File: config.mk
export PLATFORM = sky130hd
export DESIGN_NAME = joystick_differential_drive_mixer
export DESIGN_NICKNAME = d
export VERILOG_FILES = /design/src/rtl/core/jddm_pkg.sv /design/src/rtl/core/jddm_mul.sv /design/src/rtl/core/joystick_differential_drive_mixer.sv
export SDC_FILE = /design/constraint.sdc
export NUM_CORES = 2
export LEC_CHECK = 0
export ABC_AREA = 0
export ABC_CLOCK_PERIOD_IN_PS = 21900
export BUFFER_PORTS_ARGS = -buffer_cell sky130_fd_sc_hd__buf_2
export CORE_MARGIN = 2
export CORE_UTILIZATION = 35
export CTS_CLUSTER_DIAMETER = 60
export DETAILED_ROUTE_END_ITERATION = 12
export PLACE_DENSITY = 0.61
export SLEW_MARGIN = 10
export SYNTH_ARGS = -nofsm -noshare
export SYNTH_HDL_FRONTEND = slang
export SYNTH_SLANG_ARGS = --single-unit
File: constraint.sdc
create_clock -name aclk -period 21.9 [get_ports aclk]
set_clock_uncertainty 0.05 [all_clocks]
set_input_delay 2.19 -clock aclk [delete_from_list [all_inputs] [get_ports aclk]]
set_output_delay 2.19 -clock aclk [all_outputs]
set_load 0.005 [all_outputs]
File: src/rtl/core/jddm_pkg.sv
// Shared types and constants for the joystick differential drive mixer.
// Holds field widths, register indexes, d-pad codes and the multiplier control bundle.
// No dependencies.
package jddm_pkg;

    // Fraction bits of the axis values, commands and duties
    localparam int FRAC_BITS = 8;

    // Fixed widths of the report and result fields
    localparam int STICK_W = 11;
    localparam int DPAD_W  = 4;
    localparam int PCT_W   = 7;
    localparam int STEP_W  = 6;
    localparam int DUTY_W  = FRAC_BITS + 7;

    // Configuration register indexes
    localparam int CFG_IDX_W = 2;
    localparam logic [CFG_IDX_W-1:0] CFG_DEADBAND     = 2'd0;
    localparam logic [CFG_IDX_W-1:0] CFG_DRIVE_LIMIT  = 2'd1;
    localparam logic [CFG_IDX_W-1:0] CFG_BALANCE_STEP = 2'd2;

    // Register reset values
    localparam logic [PCT_W-1:0]  DEADBAND_RST    = 7'd10;
    localparam logic [PCT_W-1:0]  DRIVE_LIMIT_RST = 7'd85;
    localparam logic [STEP_W-1:0] BAL_STEP_RST    = 6'd5;

    // D-pad direction bits
    localparam logic [DPAD_W-1:0] HAT_UP    = 4'd1;
    localparam logic [DPAD_W-1:0] HAT_DOWN  = 4'd2;
    localparam logic [DPAD_W-1:0] HAT_RIGHT = 4'd4;
    localparam logic [DPAD_W-1:0] HAT_LEFT  = 4'd8;

    // Balance and percent constants
    localparam int BAL_CENTER = 50;
    localparam int BAL_MAX    = 100;
    localparam int PCT_FULL   = 100;
    localparam int DUTY_RND   = 50;   // half of the percent divisor
    localparam int AXIS_SHIFT = 18;   // 512 * 512 full-scale square

    // Control bundle for the shared multiplier
    typedef struct packed {
        logic load;      // capture a new product
        logic add_rnd;   // add the half-percent rounding term
    } mul_ctl_t;

endpackage

File: src/rtl/core/jddm_mul.sv
// Shared multiply unit with a registered product and optional rounding addend.
// Depends on jddm_pkg for the control bundle and the rounding constant.
module jddm_mul
    import jddm_pkg::*;
#(
    parameter int A_W = 22,
    parameter int B_W = 16
) (
    input  logic               aclk,
    input  mul_ctl_t           ctl,
    input  logic [A_W-1:0]     a,
    input  logic [B_W-1:0]     b,
    output logic [A_W+B_W-1:0] prod
);

    localparam int P_W = A_W + B_W;

    logic [P_W-1:0] prod_reg;
    logic [P_W-1:0] prod_next;

    // Form product plus optional rounding term
    always_comb begin
        prod_next = P_W'(a) * P_W'(b) + (ctl.add_rnd ? P_W'(DUTY_RND) : '0);
    end

    // Hold product until the sequencer loads the next one
    always_ff @(posedge aclk) begin
        if (ctl.load) begin
            prod_reg <= prod_next;
        end
    end

    assign prod = prod_reg;

endmodule

File: src/rtl/core/joystick_differential_drive_mixer.sv
// Top level of the joystick differential drive mixer: sequencer, state and output register.
// Depends on jddm_pkg and instantiates jddm_mul as the one shared multiplier.
//
//   channel   direction  handshake              payload
//   s_        in         s_valid / s_ready      four stick axes, d-pad, home
//   m_        out        m_valid / m_ready      direction pins, duties, balance
//   cfg_      in         cfg_valid / cfg_ready  cfg_index, cfg_wdata
//
// After its transfer a report occupies the sequencer from ST_SQX to ST_DONE, with s_ready low
// until ST_IDLE; all multiplies go through one shared multiplier, at most one per cycle.
// The result sits in an output register, so a new report is taken while it waits.
// A stalled m_ready holds the sequencer in its last step once the next result is ready.
// Reset (aresetn low, synchronous) restores the settings, centres the balance, clears m_valid.
// cfg_ready is always high; a write is registered at the clock edge that accepts it.
module joystick_differential_drive_mixer
    import jddm_pkg::*;
(
    input  logic                        aclk,
    input  logic                        aresetn,
    // report channel
    input  logic                        s_valid,
    output logic                        s_ready,
    input  logic signed [STICK_W-1:0]   s_left_stick_x,
    input  logic signed [STICK_W-1:0]   s_left_stick_y,
    input  logic signed [STICK_W-1:0]   s_right_stick_x,
    input  logic signed [STICK_W-1:0]   s_right_stick_y,
    input  logic [DPAD_W-1:0]           s_dpad_bits,
    input  logic                        s_home_pressed,
    // result channel
    output logic                        m_valid,
    input  logic                        m_ready,
    output logic                        m_right_forward,
    output logic                        m_right_reverse,
    output logic [DUTY_W-1:0]           m_right_duty,
    output logic                        m_left_forward,
    output logic                        m_left_reverse,
    output logic [DUTY_W-1:0]           m_left_duty,
    output logic [PCT_W-1:0]            m_balance_now,
    // configuration channel
    input  logic                        cfg_valid,
    output logic                        cfg_ready,
    input  logic [CFG_IDX_W-1:0]        cfg_index,
    input  logic [PCT_W-1:0]            cfg_wdata
);

    localparam int FB   = FRAC_BITS;
    localparam int SQW  = 2 * STICK_W - 1;   // magnitude never exceeds 1024
    localparam int RAWW = SQW + PCT_W;       // square times drive limit
    localparam int QW   = FB + 10;           // rounded axis magnitude
    localparam int SW   = QW + 1;            // signed axis value
    localparam int SUMW = SW + 1;            // axis sum or difference
    localparam int CW   = FB + 8;            // clamped command, signed
    localparam int MGW  = FB + 7;            // command magnitude
    localparam int NW   = FB + 14;           // duty dividend
    localparam int MW   = NW - 6;            // reciprocal and quotient
    localparam int MA   = (NW > SQW) ? NW : SQW;
    localparam int MB   = MW;
    localparam int PW   = MA + MB;
    localparam int LIM  = PCT_FULL << FB;

    localparam logic [MW-1:0] RECIP = MW'((64'd1 << NW) / 64'(PCT_FULL));
    localparam logic [RAWW+FB:0] RND_HALF = (RAWW + FB + 1)'(1) << (AXIS_SHIFT - 1);
    localparam logic signed [SUMW-1:0] LIM_S = SUMW'(LIM);

    typedef enum logic [3:0] {
        ST_IDLE, ST_SQX, ST_DLX, ST_AXX, ST_DLY, ST_AXY, ST_MIX,
        ST_RMUL, ST_RDIV, ST_RFIX, ST_LDIV, ST_LFIX, ST_DONE
    } state_t;

    state_t                   state_reg;
    logic [PCT_W-1:0]         deadband_reg;
    logic [PCT_W-1:0]         drive_limit_reg;
    logic [STEP_W-1:0]        balance_step_reg;
    logic [PCT_W-1:0]         balance_reg;
    logic [PCT_W-1:0]         balance_next;
    logic                     latch_reg;
    logic                     latch_next;
    logic [STICK_W-1:0]       ax_reg;
    logic [STICK_W-1:0]       ay_reg;
    logic                     xneg_reg;
    logic                     yneg_reg;
    logic [DPAD_W-1:0]        dpad_reg;
    logic [QW-1:0]            xq_reg;
    logic                     xdb_reg;
    logic signed [SW-1:0]     xv_reg;
    logic signed [SW-1:0]     yv_reg;
    logic signed [CW-1:0]     rcmd_reg;
    logic signed [CW-1:0]     lcmd_reg;
    logic [NW-1:0]            n_reg;
    logic [DUTY_W-1:0]        rduty_reg;
    logic [DUTY_W-1:0]        lduty_reg;
    logic                     m_valid_reg;
    logic                     m_right_forward_reg;
    logic                     m_right_reverse_reg;
    logic [DUTY_W-1:0]        m_right_duty_reg;
    logic                     m_left_forward_reg;
    logic                     m_left_reverse_reg;
    logic [DUTY_W-1:0]        m_left_duty_reg;
    logic [PCT_W-1:0]         m_balance_now_reg;

    // Combinational helpers
    logic [STICK_W-1:0]       lx_mag, ly_mag, rx_mag, ry_mag;
    logic signed [STICK_W-1:0] sx, sy;
    logic [PCT_W:0]           bal_sum;
    logic [RAWW-1:0]          raw;
    logic [RAWW+FB:0]         rnd;
    logic [QW-1:0]            q_cur;
    logic                     db_cur;
    logic [RAWW-1:0]          thr;
    logic signed [SW-1:0]     xv_comb, yv_comb, full_s;
    logic signed [SUMW-1:0]   rsum, lsum;
    logic [PCT_W-1:0]         lnum, rnum;
    logic [MGW-1:0]           rmag, lmag;
    logic [MW-1:0]            q_est, duty_full, duty_chk;
    logic [NW-1:0]            rem;
    logic [DUTY_W-1:0]        duty_out;
    mul_ctl_t                 mul_ctl;
    logic [MA-1:0]            mul_a;
    logic [MB-1:0]            mul_b;
    logic [PW-1:0]            prod_q;

    function automatic logic [STICK_W-1:0] stick_mag(input logic signed [STICK_W-1:0] v);
        return v[STICK_W-1] ? STICK_W'(-v) : STICK_W'(v);
    endfunction

    function automatic logic signed [CW-1:0] clamp_cmd(input logic signed [SUMW-1:0] v);
        logic signed [SUMW-1:0] c;
        c = v;
        if (v > LIM_S) begin
            c = LIM_S;
        end else if (v < -LIM_S) begin
            c = -LIM_S;
        end
        return CW'(c);
    endfunction

    assign s_ready   = (state_reg == ST_IDLE);
    assign cfg_ready = 1'b1;

    // Pick the stronger stick per axis; a tie keeps the right stick
    assign lx_mag = stick_mag(s_left_stick_x);
    assign ly_mag = stick_mag(s_left_stick_y);
    assign rx_mag = stick_mag(s_right_stick_x);
    assign ry_mag = stick_mag(s_right_stick_y);
    assign sx     = (lx_mag > rx_mag) ? s_left_stick_x : s_right_stick_x;
    assign sy     = (ly_mag > ry_mag) ? s_left_stick_y : s_right_stick_y;

    // Balance trim and press latch for the report being taken
    assign bal_sum = {1'b0, balance_reg} + (PCT_W + 1)'(balance_step_reg);

    always_comb begin
        balance_next = balance_reg;
        latch_next   = latch_reg;
        if (s_dpad_bits == HAT_LEFT && s_home_pressed && !latch_reg
                && balance_reg != '0) begin
            balance_next = (balance_reg > PCT_W'(balance_step_reg))
                         ? balance_reg - PCT_W'(balance_step_reg) : '0;
            latch_next   = 1'b1;
        end
        if (s_dpad_bits == HAT_RIGHT && s_home_pressed && !latch_reg
                && balance_reg < PCT_W'(BAL_MAX)) begin
            balance_next = (bal_sum > (PCT_W + 1)'(BAL_MAX))
                         ? PCT_W'(BAL_MAX) : PCT_W'(bal_sum);
            latch_next   = 1'b1;
        end
        if ((s_dpad_bits == HAT_UP || s_dpad_bits == HAT_DOWN) && s_home_pressed) begin
            balance_next = PCT_W'(BAL_CENTER);
        end
        if (s_dpad_bits != HAT_RIGHT && s_dpad_bits != HAT_LEFT) begin
            latch_next = 1'b0;
        end
    end

    // Round the scaled square to Q(FB) and test it against the deadband
    assign raw    = prod_q[RAWW-1:0];
    assign rnd    = {1'b0, raw, {FB{1'b0}}} + RND_HALF;
    assign q_cur  = rnd[AXIS_SHIFT +: QW];
    assign thr    = RAWW'({deadband_reg, {AXIS_SHIFT{1'b0}}});
    assign db_cur = (raw < thr);

    // Apply sign inversion, joint deadband and d-pad overrides
    assign full_s = $signed(SW'({drive_limit_reg, {FB{1'b0}}}));

    always_comb begin
        xv_comb = xneg_reg ? -$signed({1'b0, xq_reg}) : $signed({1'b0, xq_reg});
        yv_comb = yneg_reg ? -$signed({1'b0, q_cur}) : $signed({1'b0, q_cur});
        if (xdb_reg && db_cur) begin
            xv_comb = '0;
            yv_comb = '0;
        end
        if (dpad_reg inside {HAT_UP, HAT_UP | HAT_RIGHT, HAT_UP | HAT_LEFT}) begin
            yv_comb = full_s;
        end
        if (dpad_reg inside {HAT_RIGHT, HAT_UP | HAT_RIGHT, HAT_DOWN | HAT_RIGHT}) begin
            xv_comb = -full_s;
        end
        if (dpad_reg inside {HAT_DOWN, HAT_DOWN | HAT_RIGHT, HAT_DOWN | HAT_LEFT}) begin
            yv_comb = -full_s;
        end
        if (dpad_reg inside {HAT_LEFT, HAT_UP | HAT_LEFT, HAT_RIGHT | HAT_LEFT}) begin
            xv_comb = full_s;
        end
    end

    // Mix: right is y + x, left is y - x
    assign rsum = SUMW'(yv_reg) + SUMW'(xv_reg);
    assign lsum = SUMW'(yv_reg) - SUMW'(xv_reg);

    // Balance multipliers in percent
    assign lnum = (balance_reg < PCT_W'(BAL_CENTER))
                ? PCT_W'(BAL_CENTER) + balance_reg : PCT_W'(PCT_FULL);
    assign rnum = (balance_reg > PCT_W'(BAL_CENTER))
                ? PCT_W'((PCT_W + 1)'(PCT_FULL + BAL_CENTER) - {1'b0, balance_reg})
                : PCT_W'(PCT_FULL);

    assign rmag = rcmd_reg[CW-1] ? MGW'(-rcmd_reg) : MGW'(rcmd_reg);
    assign lmag = lcmd_reg[CW-1] ? MGW'(-lcmd_reg) : MGW'(lcmd_reg);

    // Divide by 100 via reciprocal plus one remainder fix; zero any duty above the limit
    assign q_est     = prod_q[NW +: MW];
    assign rem       = n_reg - NW'(q_est) * NW'(PCT_FULL);
    assign duty_full = q_est + MW'(rem >= NW'(PCT_FULL));
    assign duty_chk  = (duty_full > MW'(LIM)) ? '0 : duty_full;
    assign duty_out  = DUTY_W'(duty_chk);

    // Steer the shared multiplier by sequencer step
    always_comb begin
        mul_ctl = '0;
        mul_a   = '0;
        mul_b   = '0;
        case (state_reg)
            ST_SQX: begin
                mul_ctl.load = 1'b1;
                mul_a        = MA'(ax_reg);
                mul_b        = MB'(ax_reg);
            end
            ST_DLX, ST_DLY: begin
                mul_ctl.load = 1'b1;
                mul_a        = MA'(prod_q[SQW-1:0]);
                mul_b        = MB'(drive_limit_reg);
            end
            ST_AXX: begin
                mul_ctl.load = 1'b1;
                mul_a        = MA'(ay_reg);
                mul_b        = MB'(ay_reg);
            end
            ST_RMUL: begin
                mul_ctl.load    = 1'b1;
                mul_ctl.add_rnd = 1'b1;
                mul_a           = MA'(rmag);
                mul_b           = MB'(rnum);
            end
            ST_RFIX: begin
                mul_ctl.load    = 1'b1;
                mul_ctl.add_rnd = 1'b1;
                mul_a           = MA'(lmag);
                mul_b           = MB'(lnum);
            end
            ST_RDIV, ST_LDIV: begin
                mul_ctl.load = 1'b1;
                mul_a        = MA'(prod_q[NW-1:0]);
                mul_b        = RECIP;
            end
            default: begin
                mul_ctl = '0;
            end
        endcase
    end

    jddm_mul #(
        .A_W (MA),
        .B_W (MB)
    ) u_mul (
        .aclk (aclk),
        .ctl  (mul_ctl),
        .a    (mul_a),
        .b    (mul_b),
        .prod (prod_q)
    );

    // Sequencer, configuration, trim state and output register
    always_ff @(posedge aclk) begin
        if (!aresetn) begin
            state_reg        <= ST_IDLE;
            deadband_reg     <= DEADBAND_RST;
            drive_limit_reg  <= DRIVE_LIMIT_RST;
            balance_step_reg <= BAL_STEP_RST;
            balance_reg      <= PCT_W'(BAL_CENTER);
            latch_reg        <= 1'b0;
            m_valid_reg      <= 1'b0;
        end else begin
            // Take configuration writes
            if (cfg_valid) begin
                case (cfg_index)
                    CFG_DEADBAND:     deadband_reg     <= cfg_wdata;
                    CFG_DRIVE_LIMIT:  drive_limit_reg  <= cfg_wdata;
                    CFG_BALANCE_STEP: balance_step_reg <= cfg_wdata[STEP_W-1:0];
                    default: ;
                endcase
            end

            // Drop the result once transferred, unless the next one loads now
            if (m_ready && state_reg != ST_DONE) begin
                m_valid_reg <= 1'b0;
            end

            case (state_reg)
                ST_IDLE: begin
                    if (s_valid) begin
                        ax_reg      <= stick_mag(sx);
                        ay_reg      <= stick_mag(sy);
                        xneg_reg    <= !sx[STICK_W-1] && (sx != '0);
                        yneg_reg    <= !sy[STICK_W-1] && (sy != '0);
                        dpad_reg    <= s_dpad_bits;
                        balance_reg <= balance_next;
                        latch_reg   <= latch_next;
                        state_reg   <= ST_SQX;
                    end
                end
                ST_SQX: state_reg <= ST_DLX;
                ST_DLX: state_reg <= ST_AXX;
                ST_AXX: begin
                    xq_reg    <= q_cur;
                    xdb_reg   <= db_cur;
                    state_reg <= ST_DLY;
                end
                ST_DLY: state_reg <= ST_AXY;
                ST_AXY: begin
                    xv_reg    <= xv_comb;
                    yv_reg    <= yv_comb;
                    state_reg <= ST_MIX;
                end
                ST_MIX: begin
                    rcmd_reg  <= clamp_cmd(rsum);
                    lcmd_reg  <= clamp_cmd(lsum);
                    state_reg <= ST_RMUL;
                end
                ST_RMUL: state_reg <= ST_RDIV;
                ST_RDIV: begin
                    n_reg     <= prod_q[NW-1:0];
                    state_reg <= ST_RFIX;
                end
                ST_RFIX: begin
                    rduty_reg <= duty_out;
                    state_reg <= ST_LDIV;
                end
                ST_LDIV: begin
                    n_reg     <= prod_q[NW-1:0];
                    state_reg <= ST_LFIX;
                end
                ST_LFIX: begin
                    lduty_reg <= duty_out;
                    state_reg <= ST_DONE;
                end
                ST_DONE: begin
                    // Advance only when the output register is free
                    if (!m_valid_reg || m_ready) begin
                        m_valid_reg         <= 1'b1;
                        m_right_forward_reg <= !rcmd_reg[CW-1];
                        m_right_reverse_reg <= rcmd_reg[CW-1];
                        m_right_duty_reg    <= rduty_reg;
                        m_left_forward_reg  <= !lcmd_reg[CW-1];
                        m_left_reverse_reg  <= lcmd_reg[CW-1];
                        m_left_duty_reg     <= lduty_reg;
                        m_balance_now_reg   <= balance_reg;
                        state_reg           <= ST_IDLE;
                    end
                end
                default: state_reg <= ST_IDLE;
            endcase
        end
    end

    assign m_valid         = m_valid_reg;
    assign m_right_forward = m_right_forward_reg;
    assign m_right_reverse = m_right_reverse_reg;
    assign m_right_duty    = m_right_duty_reg;
    assign m_left_forward  = m_left_forward_reg;
    assign m_left_reverse  = m_left_reverse_reg;
    assign m_left_duty     = m_left_duty_reg;
    assign m_balance_now   = m_balance_now_reg;

endmodule
==> flow_summary.yaml <==
outcome:
  status: "finished clean"
yosys:
  synth_ff_type: "edfxtp_1"
  synth_top_area_share_pct: 24.4
  synth_edf_count: 246
  avgSynthCellArea_sq_um: 9.11
  ys_types: 88
  syn_area_sq_mm: 0.0303
  async_flop_share_pct: 0
  synthCells: 3330
  synth-seq-cells: 279
  ys_warn_count: 0
  yosysSeqAreaShare_pct: 26.5
  yosys.area.top_type: "edfxtp_1"
  synthTopCellsByArea: "edfxtp_1, fa_1, ha_1, inv_1, nor2_1"
timing:
  setup_viol: 0
  min_period_ns: 9.38
  whs_ns: 0.367
  tightest_slew_ns: 1.01
  fin_crit_sh_pct: 42.9
  rsz0062_at_grt: "no"
  final-max-slew-violation-count: 0
  clock.fmax_ghz: 0.107
  final.setup.tns_ns: 0
  hold_violations: 0
  max_slew_margin_pct: 32.6
layout:
  design_area_sq_mm: 0.0335
  mostFrequentLayoutCells: "inv_1, ha_1, nor2_1, edfxtp_1, fa_1"
  area_growth_pct: 10.6
  mostFrequentLayoutCell: "inv_1"
  final_net_count: 4036
  final_util_pct: 39.2
  largest_reg_flops: 38
  drive_gt1_share_pct: 7.74
critical_path:
  worst_r2r_path_depth: 28
  cp.arrival_ns: 9.65
  cpPeakStageDelay_ns: 0.75
  path_max_fanout: 27
  r2r-start: "state_reg[0]"
  end_kind: "flop"
  required_ns: 22.16
  rrSetupSlack_ns: 12.52
  critPathMostFrequentCell: "fa_1"
  worstSetupPathType: "reg2reg"
  r2r_end: "u_mul.prod[36]"
  critPathSlowestCell: "a21oi_1"
  cp-start-kind: "flop"
routing:
  vias: 24100
  via_per_inst: 5.25
  wl_per_cell_microns: 18.2
  ant_nets: 0
  drt_iter0_drc: 1867
  drcViolationCount: 0
  firstDrtPassIters: 7
  drt_wl_total_microns: 83300
cts:
  cts_root_buf: "clkbuf_16"
  post_cts_resize_count: 0
  cts_setup_buffers: 0
  cts.path.max_buffers: 3
  cts_tree: "done"
  clock-sinks: 279
  hold_buffers: 0
  numCtsBuffers: 40
  insertion_delay_ns: 0.58
  clkTransAtPathRegs_ns: 0.06
  htreeDepth: 2
flow_run:
  cap_violations: 0
global_route:
  grt_max_degree: 39
  grt_overflow_total: 0
  antenna_found_initial: 10
  grt_pass1_wl_microns: 133000
  grt_pass1_vias: 23700
  grt_util_all_layers_pct: 18.7
die:
  boundaryPins: 107
  die_area_sq_mm: 0.0890
  fp.dieH_microns: 298
  core_sq_mm: 0.0855
  num_rows: 107
  initial_core_util_pct: 35.4
  die_width_microns: 298
hold_path:
  hold_path_depth: 0
  hold_end: "m_left_duty[11]"
  worstHoldPathType: "reg2reg"
  worstHoldStart: "lduty_reg[11]"
placed_design:
  gp_congestion: 0.915
  numPortBuffers: 105
  dp_hpwl_microns: 67400
  placed_cell_area_sq_mm: 0.0321
-- how the worst max path moves through the flow --
stage / from / end / slack, ns / depth (start not counted)
CTS: state_reg[0] / u_mul.prod[36] / 12.58 / 28
global route: state_reg[1] / u_mul.prod[36] / 11.80 / 29
floorplan: state_reg[3] / u_mul.prod[37] / 14.00 / 27
finish: state_reg[0] / u_mul.prod[36] / 12.52 / 28
detailed placement: state_reg[0] / u_mul.prod[36] / 12.64 / 28
global placement: state_reg[2] / u_mul.prod[36] / 12.82 / 31
-- critical path, delay by kind of cell, from the launching register on --
family | cells | cell delay [ns]
buf+inv | 5 | 0.41
flops | 1 | 0.65
xor+xnor | 1 | 0.08
compound gates | 11 | 3.45
fa+ha+maj | 7 | 3.47
simple gates | 4 | 0.97
-- kinds of logic (layout without fill, tap and decap cells) --
| group | count (synthesis) | after routing | synth area share [%] |
|---|---|---|---|
| xor gates and xnor gates | 217 | 217 | 6.27 |
| DFF | 279 | 279 | 26.5 |
| adders and majority gates | 567 | 567 | 29.1 |
| buffers and inverters | 652 | 746 | 8.16 |
| AOI/OAI and AO/OA | 606 | 606 | 13.0 |
| other | 2 | 18 | 0.0248 |
| and+or+nand+nor | 969 | 969 | 15.6 |
| muxes | 38 | 38 | 1.27 |
-- synthesized netlist by cell type (49+ instances only) --
library cell,number
nand3_1,54
xor2_1,94
nor2b_1,49
nor3_1,56
clkbuf_1,98
ha_1,335
a21oi_1,155
edfxtp_1,246
xnor2_1,123
nor2_1,323
o21ai_0,141
fa_1,232
nand2_1,211
inv_1,539
-- metrics by stage --
stage          worst slack, ns  cells
2_1_floorplan            14.00   3342
3_3_place_gp             12.82   4507
3_5_place_dp             12.64   4507
4_1_cts                  12.58   4579
5_1_grt                  11.80   4584
6_report                 12.52   4584
-- metal layers --
metal | wire length (microns) | global-route usage (%) | vias to the layer above
met3 | 5650 | 2.76 | 130
met1 | 37400 | 26.4 | 11700
li1 | - | - | 11500
met5 | 34 | 0 | -
met2 | 38100 | 30.1 | 716
met4 | 1990 | 4.74 | 6
-- area by class of cell --
type	instances	area [sq um]
antenna	4	10.0
clock buffer	46	1040
clock inverter	26	320
fill	8544	52000
inverter	541	2030
multi-input combinational	2411	19900
sequential	279	8050
tap	1144	1430
timing repair buffer	133	736
Power is left out: the tool's default activity adds up to more than one toggle a clock period on the data nets, which glitch-free logic cannot reach.
